**src/rtl/core/three_axis_highpass_magnitude_defines.svh**
```systemverilog
// Assertion macros for the three-axis high-pass magnitude block.
// Included by the top level; expects signals clock and reset in scope.
`ifndef THREE_AXIS_HIGHPASS_MAGNITUDE_DEFINES_SVH
`define THREE_AXIS_HIGHPASS_MAGNITUDE_DEFINES_SVH

// Checked on every clock edge outside reset.
`define THM_ASSERT(label, prop, msg) \
   label: assert property (@(posedge clock) disable iff (reset) prop) else $error(msg);

// Checked on every clock edge, reset included.
`define THM_ASSERT_ALWAYS(label, prop, msg) \
   label: assert property (@(posedge clock) prop) else $error(msg);

`endif

```
**src/rtl/core/thm_pkg.sv**
```systemverilog
// Shared widths, constants and types for the three-axis high-pass magnitude block.
// No dependencies.
package thm_pkg;

   localparam int SAMPLE_W   = 16;
   localparam int COEF_W     = 16;
   localparam int OUT_W      = SAMPLE_W + 1;
   localparam int MAG_W      = 17;
   localparam int AXES       = 3;
   localparam int AXIS_W     = 2;
   localparam int OP_COUNT   = 2 * AXES;          // filter ops, then square ops
   localparam int OP_W       = $clog2(OP_COUNT + 1);

   localparam int SUM_W      = SAMPLE_W + 3;
   localparam int ABS_W      = SUM_W - 1;
   localparam int MUL_B_W    = (OUT_W > COEF_W) ? OUT_W : COEF_W;
   localparam int PROD_W     = ABS_W + MUL_B_W;
   localparam int SQ_W       = 2 * OUT_W;
   localparam int ACC_W      = SQ_W + 2;
   localparam int ROOT_W     = ACC_W / 2;
   localparam int REM_W      = ROOT_W + 2;
   localparam int CNT_W      = $clog2(ROOT_W + 1);

   localparam logic [COEF_W-1:0] COEF_RESET  = COEF_W'(63054);
   localparam logic [ABS_W-1:0]  OUT_MAX_ABS = ABS_W'((1 << (OUT_W - 1)) - 1);
   localparam logic [ABS_W-1:0]  OUT_MIN_ABS = ABS_W'(1 << (OUT_W - 1));

   typedef struct packed {
      logic            valid;
      logic [OP_W-1:0] op;
      logic            neg;
   } mul_tag_type;

endpackage

```
**src/rtl/core/thm_mul.sv**
```systemverilog
// Shared unsigned multiplier with registered product and operation tag.
// Depends on thm_pkg.
module thm_mul (
   input  logic                           clock,
   input  logic                           reset,
   input  thm_pkg::mul_tag_type           issue,
   input  logic [thm_pkg::ABS_W-1:0]      mul_a,
   input  logic [thm_pkg::MUL_B_W-1:0]    mul_b,
   output thm_pkg::mul_tag_type           tag,
   output logic [thm_pkg::PROD_W-1:0]     prod
);
   import thm_pkg::*;

   mul_tag_type       tag_ff;
   logic [PROD_W-1:0] prod_ff;

   always_ff @(posedge clock) begin
      if (reset) begin
         tag_ff <= '0;
      end else begin
         tag_ff <= issue;
      end
      if (issue.valid) begin
         prod_ff <= PROD_W'(mul_a) * PROD_W'(mul_b);
      end
   end

   assign tag  = tag_ff;
   assign prod = prod_ff;

endmodule

```
**src/rtl/core/thm_isqrt.sv**
```systemverilog
// Iterative integer square root, one result bit per cycle, truncating.
// Depends on thm_pkg.
module thm_isqrt (
   input  logic                          clock,
   input  logic                          reset,
   input  logic                          start,
   input  logic [thm_pkg::ACC_W-1:0]     radicand,
   output logic                          done,
   output logic [thm_pkg::ROOT_W-1:0]    root
);
   import thm_pkg::*;

   logic              run_ff;
   logic              done_ff;
   logic [CNT_W-1:0]  cnt_ff;
   logic [ACC_W-1:0]  rad_ff;
   logic [REM_W-1:0]  rem_ff;
   logic [ROOT_W-1:0] root_ff;

   logic [REM_W-1:0]  rem_shift;
   logic [REM_W-1:0]  trial;
   logic              take;

   // bring down the next two radicand bits, try root*4+1
   always_comb begin
      rem_shift = {rem_ff[REM_W-3:0], rad_ff[ACC_W-1 -: 2]};
      trial     = {root_ff, 2'b01};
      take      = (rem_shift >= trial);
   end

   always_ff @(posedge clock) begin
      if (reset) begin
         run_ff  <= 1'b0;
         done_ff <= 1'b0;
         cnt_ff  <= '0;
      end else begin
         done_ff <= 1'b0;
         if (start) begin
            rad_ff  <= radicand;
            rem_ff  <= '0;
            root_ff <= '0;
            cnt_ff  <= '0;
            run_ff  <= 1'b1;
         end else if (run_ff) begin
            rad_ff  <= {rad_ff[ACC_W-3:0], 2'b00};
            rem_ff  <= take ? (rem_shift - trial) : rem_shift;
            root_ff <= {root_ff[ROOT_W-2:0], take};
            cnt_ff  <= cnt_ff + CNT_W'(1);
            if (cnt_ff == CNT_W'(ROOT_W - 1)) begin
               run_ff  <= 1'b0;
               done_ff <= 1'b1;
            end
         end
      end
   end

   assign done = done_ff;
   assign root = root_ff;

endmodule

```
**src/rtl/core/three_axis_highpass_magnitude.sv**
```systemverilog
// Three-axis high-pass filter with vector magnitude, one item at a time.
// From accept to rsp_valid: the shared multiplier forms three filter products, then three
// squares, pipelined one per cycle; then the root is launched, the bit-serial root runs, the
// root is taken and the result is registered.
// A new item is accepted only once the last result has been sent; the result side can stall it.
// Reset (synchronous): idle, no result pending, filter history zero, coefficient 63054.
`include "three_axis_highpass_magnitude_defines.svh"

module three_axis_highpass_magnitude (
   input  logic                                clock,
   input  logic                                reset,
   input  logic                                csr_write_enable,
   input  logic [thm_pkg::COEF_W-1:0]          csr_write_data,
   input  logic                                req_valid,
   output logic                                req_stall,
   input  logic signed [thm_pkg::SAMPLE_W-1:0] req_accel_x,
   input  logic signed [thm_pkg::SAMPLE_W-1:0] req_accel_y,
   input  logic signed [thm_pkg::SAMPLE_W-1:0] req_accel_z,
   output logic                                rsp_valid,
   input  logic                                rsp_stall,
   output logic signed [thm_pkg::OUT_W-1:0]    rsp_filtered_x,
   output logic signed [thm_pkg::OUT_W-1:0]    rsp_filtered_y,
   output logic signed [thm_pkg::OUT_W-1:0]    rsp_filtered_z,
   output logic [thm_pkg::MAG_W-1:0]           rsp_motion_magnitude
);
   import thm_pkg::*;

   typedef enum logic [2:0] {
      ST_IDLE,
      ST_FILTER,
      ST_START,
      ST_ROOT,
      ST_SEND
   } state_type;

   state_type                  state_ff, state_in;
   logic [COEF_W-1:0]          coef_ff;
   logic signed [SAMPLE_W-1:0] x_ff  [AXES];
   logic signed [SAMPLE_W-1:0] px_ff [AXES];
   logic signed [OUT_W-1:0]    py_ff [AXES];
   logic [OP_W-1:0]            issue_ff;
   logic [ACC_W-1:0]           acc_ff;
   logic [MAG_W-1:0]           root_ff;
   logic                       rsp_valid_ff;
   logic signed [OUT_W-1:0]    rsp_fx_ff, rsp_fy_ff, rsp_fz_ff;
   logic [MAG_W-1:0]           rsp_mag_ff;

   logic                       accept;
   logic                       issuing;
   logic                       filt_op;
   logic [AXIS_W-1:0]          issue_axis;
   logic signed [SUM_W-1:0]    s;
   logic                       s_neg;
   logic [SUM_W-1:0]           s_abs;
   logic signed [OUT_W-1:0]    py_sel;
   logic [OUT_W-1:0]           py_abs;
   logic [ABS_W-1:0]           mul_a;
   logic [MUL_B_W-1:0]         mul_b;
   mul_tag_type                mul_issue;
   mul_tag_type                mul_tag;
   logic [PROD_W-1:0]          mul_prod;

   logic                       wb_filt;
   logic                       wb_sq;
   logic                       wb_last;
   logic [AXIS_W-1:0]          wb_axis;
   logic [ABS_W-1:0]           p;
   logic [ABS_W-1:0]           ymag;
   logic [ABS_W-1:0]           yneg;
   logic signed [OUT_W-1:0]    y_new;
   logic                       out_free;

   logic                       sq_start;
   logic                       sq_done;
   logic [ROOT_W-1:0]          sq_root;

   assign req_stall = (state_ff != ST_IDLE);
   assign accept    = req_valid && !req_stall;
   assign out_free  = !rsp_valid_ff || !rsp_stall;
   assign sq_start  = (state_ff == ST_START);

   // issue side: ops 0..2 filter an axis, ops 3..5 square the stored result
   always_comb begin
      issuing    = (state_ff == ST_FILTER) && (issue_ff < OP_W'(OP_COUNT));
      filt_op    = (issue_ff < OP_W'(AXES));
      issue_axis = filt_op ? issue_ff[AXIS_W-1:0] : AXIS_W'(issue_ff - OP_W'(AXES));
      s          = SUM_W'(py_ff[issue_axis]) + SUM_W'(x_ff[issue_axis])
                   - SUM_W'(px_ff[issue_axis]);
      s_neg      = s[SUM_W-1];
      s_abs      = s_neg ? -s : s;
      py_sel     = py_ff[issue_axis];
      py_abs     = py_sel[OUT_W-1] ? -py_sel : py_sel;
      mul_a      = filt_op ? s_abs[ABS_W-1:0] : ABS_W'(py_abs);
      mul_b      = filt_op ? MUL_B_W'(coef_ff) : MUL_B_W'(py_abs);
      mul_issue  = '{valid: issuing, op: issue_ff, neg: s_neg};
   end

   // writeback side: truncate toward zero, then saturate to the output range
   always_comb begin
      wb_filt = mul_tag.valid && (mul_tag.op < OP_W'(AXES));
      wb_sq   = mul_tag.valid && !(mul_tag.op < OP_W'(AXES));
      wb_last = mul_tag.valid && (mul_tag.op == OP_W'(OP_COUNT - 1));
      wb_axis = mul_tag.op[AXIS_W-1:0];
      p       = mul_prod[COEF_W +: ABS_W];
      if (mul_tag.neg) begin
         ymag  = (p > OUT_MIN_ABS) ? OUT_MIN_ABS : p;
         yneg  = -ymag;
         y_new = yneg[OUT_W-1:0];
      end else begin
         ymag  = (p > OUT_MAX_ABS) ? OUT_MAX_ABS : p;
         yneg  = '0;
         y_new = ymag[OUT_W-1:0];
      end
   end

   always_comb begin
      state_in = state_ff;
      case (state_ff)
         ST_IDLE: begin
            if (req_valid) state_in = ST_FILTER;
         end
         ST_FILTER: begin
            if (wb_last) state_in = ST_START;
         end
         ST_START: begin
            state_in = ST_ROOT;
         end
         ST_ROOT: begin
            if (sq_done) state_in = ST_SEND;
         end
         ST_SEND: begin
            if (out_free) state_in = ST_IDLE;
         end
         default: begin
            state_in = ST_IDLE;
         end
      endcase
   end

   thm_mul u_mul (
      .clock (clock),
      .reset (reset),
      .issue (mul_issue),
      .mul_a (mul_a),
      .mul_b (mul_b),
      .tag   (mul_tag),
      .prod  (mul_prod)
   );

   thm_isqrt u_isqrt (
      .clock    (clock),
      .reset    (reset),
      .start    (sq_start),
      .radicand (acc_ff),
      .done     (sq_done),
      .root     (sq_root)
   );

   always_ff @(posedge clock) begin
      if (reset) begin
         state_ff     <= ST_IDLE;
         coef_ff      <= COEF_RESET;
         issue_ff     <= '0;
         rsp_valid_ff <= 1'b0;
         for (int k = 0; k < AXES; k++) begin
            px_ff[k] <= '0;
            py_ff[k] <= '0;
         end
      end else begin
         state_ff <= state_in;
         if (csr_write_enable) coef_ff <= csr_write_data;
         if (accept) begin
            x_ff[0]  <= req_accel_x;
            x_ff[1]  <= req_accel_y;
            x_ff[2]  <= req_accel_z;
            issue_ff <= '0;
            acc_ff   <= '0;
         end
         if (issuing) begin
            issue_ff <= issue_ff + OP_W'(1);
            if (filt_op) px_ff[issue_axis] <= x_ff[issue_axis];
         end
         if (wb_filt) py_ff[wb_axis] <= y_new;
         if (wb_sq) acc_ff <= acc_ff + ACC_W'(mul_prod[SQ_W-1:0]);
         if ((state_ff == ST_ROOT) && sq_done) root_ff <= sq_root[MAG_W-1:0];
         if ((state_ff == ST_SEND) && out_free) begin
            rsp_valid_ff <= 1'b1;
            rsp_fx_ff    <= py_ff[0];
            rsp_fy_ff    <= py_ff[1];
            rsp_fz_ff    <= py_ff[2];
            rsp_mag_ff   <= root_ff;
         end else if (rsp_valid_ff && !rsp_stall) begin
            rsp_valid_ff <= 1'b0;
         end
      end
   end

   assign rsp_valid            = rsp_valid_ff;
   assign rsp_filtered_x       = rsp_fx_ff;
   assign rsp_filtered_y       = rsp_fy_ff;
   assign rsp_filtered_z       = rsp_fz_ff;
   assign rsp_motion_magnitude = rsp_mag_ff;

   `THM_ASSERT(a_mul_wb_in_filter, mul_tag.valid |-> state_ff == ST_FILTER, "stray product")
   `THM_ASSERT(a_root_done_in_root, sq_done |-> state_ff == ST_ROOT, "stray root")
   `THM_ASSERT(a_clean_start, accept |=> req_stall && issue_ff == '0 && acc_ff == '0, "dirty start")
   `THM_ASSERT(a_rsp_send, $rose(rsp_valid_ff) |-> $past(state_ff == ST_SEND), "no send")
   `THM_ASSERT_ALWAYS(a_reset_idle, reset |=> !rsp_valid_ff && state_ff == ST_IDLE, "not idle")

endmodule
```
**config.mk**
```make
export PLATFORM = sky130hd
export DESIGN_NAME = three_axis_highpass_magnitude
export DESIGN_NICKNAME = d
export VERILOG_FILES = /design/src/rtl/core/thm_pkg.sv /design/src/rtl/core/thm_mul.sv /design/src/rtl/core/thm_isqrt.sv /design/src/rtl/core/three_axis_highpass_magnitude.sv
export VERILOG_INCLUDE_DIRS = /design/src /design/src/rtl/core
export SDC_FILE = /design/constraint.sdc
export NUM_CORES = 2
export LEC_CHECK = 0
export BUFFER_PORTS_ARGS = -buffer_cell sky130_fd_sc_hd__buf_2
export CAP_MARGIN = 20
export CORE_ASPECT_RATIO = 0.6
export CORE_MARGIN = 1.5
export CORE_UTILIZATION = 45
export CTS_BUF_LIST = sky130_fd_sc_hd__clkbuf_8
export DETAILED_ROUTE_END_ITERATION = 6
export PLACE_DENSITY = 0.6
export SYNTH_ARGS = -nofsm -noshare
export SYNTH_HDL_FRONTEND = slang
export SYNTH_SLANG_ARGS = --single-unit
```
**constraint.sdc**
```tcl
create_clock -name clock -period 12.3 [get_ports clock]
set_clock_uncertainty 0.15 [all_clocks]
set_input_delay 1.23 -clock clock [delete_from_list [all_inputs] [get_ports clock]]
set_output_delay 1.23 -clock clock [all_outputs]
set_load 0.02 [all_outputs]
```
==> flow_summary.yaml <==
outcome:
  status: "finished, violations left"
  violations: "design-rule violations"
detailed_routing:
  drtAntennaViolNets: 0
  routed_wl_mm: 90.05
  vias: 23070
  routed.top_layer: "met5"
  wl_per_cell_um: 21.47
  met1_length_mm: 45.14
  first_pass_iters: 7
  wl_met2_mm: 35.33
  drc: 1
  routed_via_density: 5.498
  drtIter0Drc: 2330
  route.met3.wl_mm: 8.090
timing:
  hold_viol_final: 0
  finalCritPeriodShare_pct: 95.13
  finalMaxSlewViolations: 0
  setup_violations: 0
  fin_setup_tns_ps: 0
  maxSlewHeadroom_pct: 30.28
  rsz0062_at_grt: "no"
  max_freq_ghz: 0.08547
  worst_pin_slew_ps: 1035
  finalCriticalPeriod_ps: 11700
floorplanning:
  core_area_um2: 70190
  fp.dieH_um: 209.9
  rows: 75
  ioPinCount: 139
  die-area_um2: 73000
  start_util_pct: 45.73
  die_w_um: 347.8
clock_network:
  cts_buffers: 69
  cts_resized: 0
  root_buffer: "clkbuf_8"
  postCtsSetupBuffers: 0
  cts_tree: "yes"
  clock_latency_ps: 670
  clk_pin_slew_worst_paths_ps: 70
  max-clock-path-buffers: 3
  htreeDepth: 3
  clock-sinks: 442
  hold_buffers: 0
critical_path:
  cp-startpoint: "issue_ff[1]$_SDFFE_PP0P_"
  reg2reg_to: "u_mul.prod[32]$_DFFE_PP_"
  required_ps: 12550
  critPathArrivalTime_ps: 11950
  r2r_cells: 35
  cpMaxStageDelayCell: "fa_1"
  crit_type: "reg2reg"
  cp_common_cell: "fa_1"
  endpoint: "u_mul.prod[32]$_DFFE_PP_"
  cp-end-kind: "register"
  critPathLaunchType: "register"
  r2r-start: "issue_ff[1]$_SDFFE_PP0P_"
  crit_path_max_incr_delay_ps: 680
  r2r_setup_slack_ps: 600
  crit_fanout: 39
synthesis:
  ys_ff_latch: 442
  yosysUniqueCellTypes: 90
  yosysSeqAreaShare_pct: 40.26
  yosys-top-cells-area: "edfxtp_1 38%, fa_1 16%, ha_1 7.2%"
  async_flop_share_pct: 0
  synth_area_leader_cell: "edfxtp_1"
  syn-instance-count: 3002
  yosys_warnings: 0
  avgSynthCellArea_um2: 10.69
  syn_area_um2: 32100
  yosysTopAreaCellShare_pct: 38.07
  synth_ff_type: "edfxtp_1"
  synth-edff-count: 407
place:
  gp_congestion: 0.9994
  place_hpwl_mm: 70.53
  io_buffers: 138
global_routing:
  grt_pass1_wl_mm: 137.6
  grt_usage_pct: 24.87
  overflow: 0
  antenna_found_initial: 3
  grt_pass1_vias: 22740
  grt_max_degree: 76
finish:
  syn_to_final_growth_pct: 11.09
  nNetsFinal: 3721
  final_layout_size_suffix_gt1_share_pct: 12.55
min_path:
  worstHoldPathType: "reg2reg"
job:
  cap_violations: 0
==> cell usage in the layout (no fill, tap or decap), types with 57 or more instances in the layout <==
cell      instances
o21ai_0          77
inv_1           450
fa_1            256
buf_4            62
edfxtp_1        407
xnor2_1          65
a21oi_1         109
ha_1            184
and2_1           57
nor2_1          355
buf_2           139
clkbuf_8         71
nand2_1         238
==> how the worst min path moves through the flow <==
stage                                      from                                 end  slack (ps)  cells after the start
after floorplan            root_ff[0]$_DFFE_PP_   rsp_motion_magnitude[0]$_DFFE_PP_         250                      0
after global placement     root_ff[3]$_DFFE_PP_   rsp_motion_magnitude[3]$_DFFE_PP_         250                      0
after detailed placement   root_ff[5]$_DFFE_PP_   rsp_motion_magnitude[5]$_DFFE_PP_         250                      0
after CTS                  root_ff[6]$_DFFE_PP_   rsp_motion_magnitude[6]$_DFFE_PP_         260                      0
after global routing      root_ff[11]$_DFFE_PP_  rsp_motion_magnitude[11]$_DFFE_PP_         280                      0
final                      root_ff[6]$_DFFE_PP_   rsp_motion_magnitude[6]$_DFFE_PP_         260                      0
==> cell families after synthesis <==
| family | share of synthesized area, % |
|---|---|
| flip-flops | 40.26 |
| XOR/XNOR | 2.810 |
| AO/OA/AOI/OAI | 9.585 |
| multiplexers | 4.712 |
| buffers and inverters | 6.264 |
| other | 0.02340 |
| AND/OR/NAND/NOR | 13.21 |
| adder cells (fa/ha/maj) | 23.14 |
==> sequential cells by signal (all words and copies together) (netlist names), 18 cells and up <==
name and count:
py_ff 68, u_isqrt.root 18, u_isqrt.rem_ff 18, acc_ff 36
px_ff 64, u_mul.prod 34, u_isqrt.rad_ff 36, x_ff 48
==> final cells by class <==
cell class                 instances  area [um^2]
multi-input combinational       2074        17450
antenna                            3        7.507
timing repair buffer             204         1212
fill                            6404        34530
tap                              924         1156
clock buffer                      71        977.2
inverter                         421         1580
sequential                       442        12920
clock inverter                    56        356.6
==> through the flow <==
stage / cells / util [%] / setup slack, ps / hold slack [ps] / instance area [um^2]
floorplan: 3040 / - / 916.9 / 250.3 / 32240
global placement: 4062 / 48.77 / 590.9 / 251.6 / 34230
detailed placement: 4063 / 48.78 / 241.1 / 254.5 / 34240
CTS: 4190 / 50.68 / 203.5 / 255.6 / 35570
global route: 4194 / 50.80 / 22.49 / 275.8 / 35660
finish: 4195 / 50.81 / 599.5 / 264.4 / 35660
==> cells in the mapped netlist, drive strengths merged, types with 6 or more instances <==
cell and instances:
o31ai 16, nand2 238, xnor2 65, or3 18, a221oi 6, buf 36, o21bai 17, a21o 41
mux2 38, o22ai 9, a21oi 116, nand4 10, or2 15, o211ai 16, nand3b 8, inv 421
a31oi 13, a21boi 10, edfxtp 407, dfxtp 35, a211o 12, or4 8, ha 184, xor2 38
mux4 24, clkbuf 67, nand2b 27, and3 27, nor4 6, nor3b 8, nor2b 32, o221ai 13
o21a 33, nor3 50, a211oi 22, and2 57, o31a 8, mux2i 52, fa 256, nand3 36
nor2 359, o21ai 88
==> worst max-delay path, delay by kind of cell (launching register included) <==
| family | cells | cell delay [ps] |
|---|---|---|
| AO/OA/AOI/OAI | 10 | 2660 |
| XOR/XNOR | 1 | 220 |
| adder cells (fa/ha/maj) | 9 | 4330 |
| buffers and inverters | 7 | 1340 |
| flip-flops | 1 | 330 |
| multiplexers | 1 | 540 |
| AND/OR/NAND/NOR | 7 | 1860 |
==> layer usage <==
metal / GRT usage [%] / vias to the layer above
met1: 39.45 / 11470
met3: 6.621 / 111
met5: 0 / -
li1: - / 10640
met4: 4.954 / 2
met2: 33.66 / 846
Power is left out: the tool's default activity adds up to more than one toggle a clock period on the data nets, which glitch-free logic cannot reach.
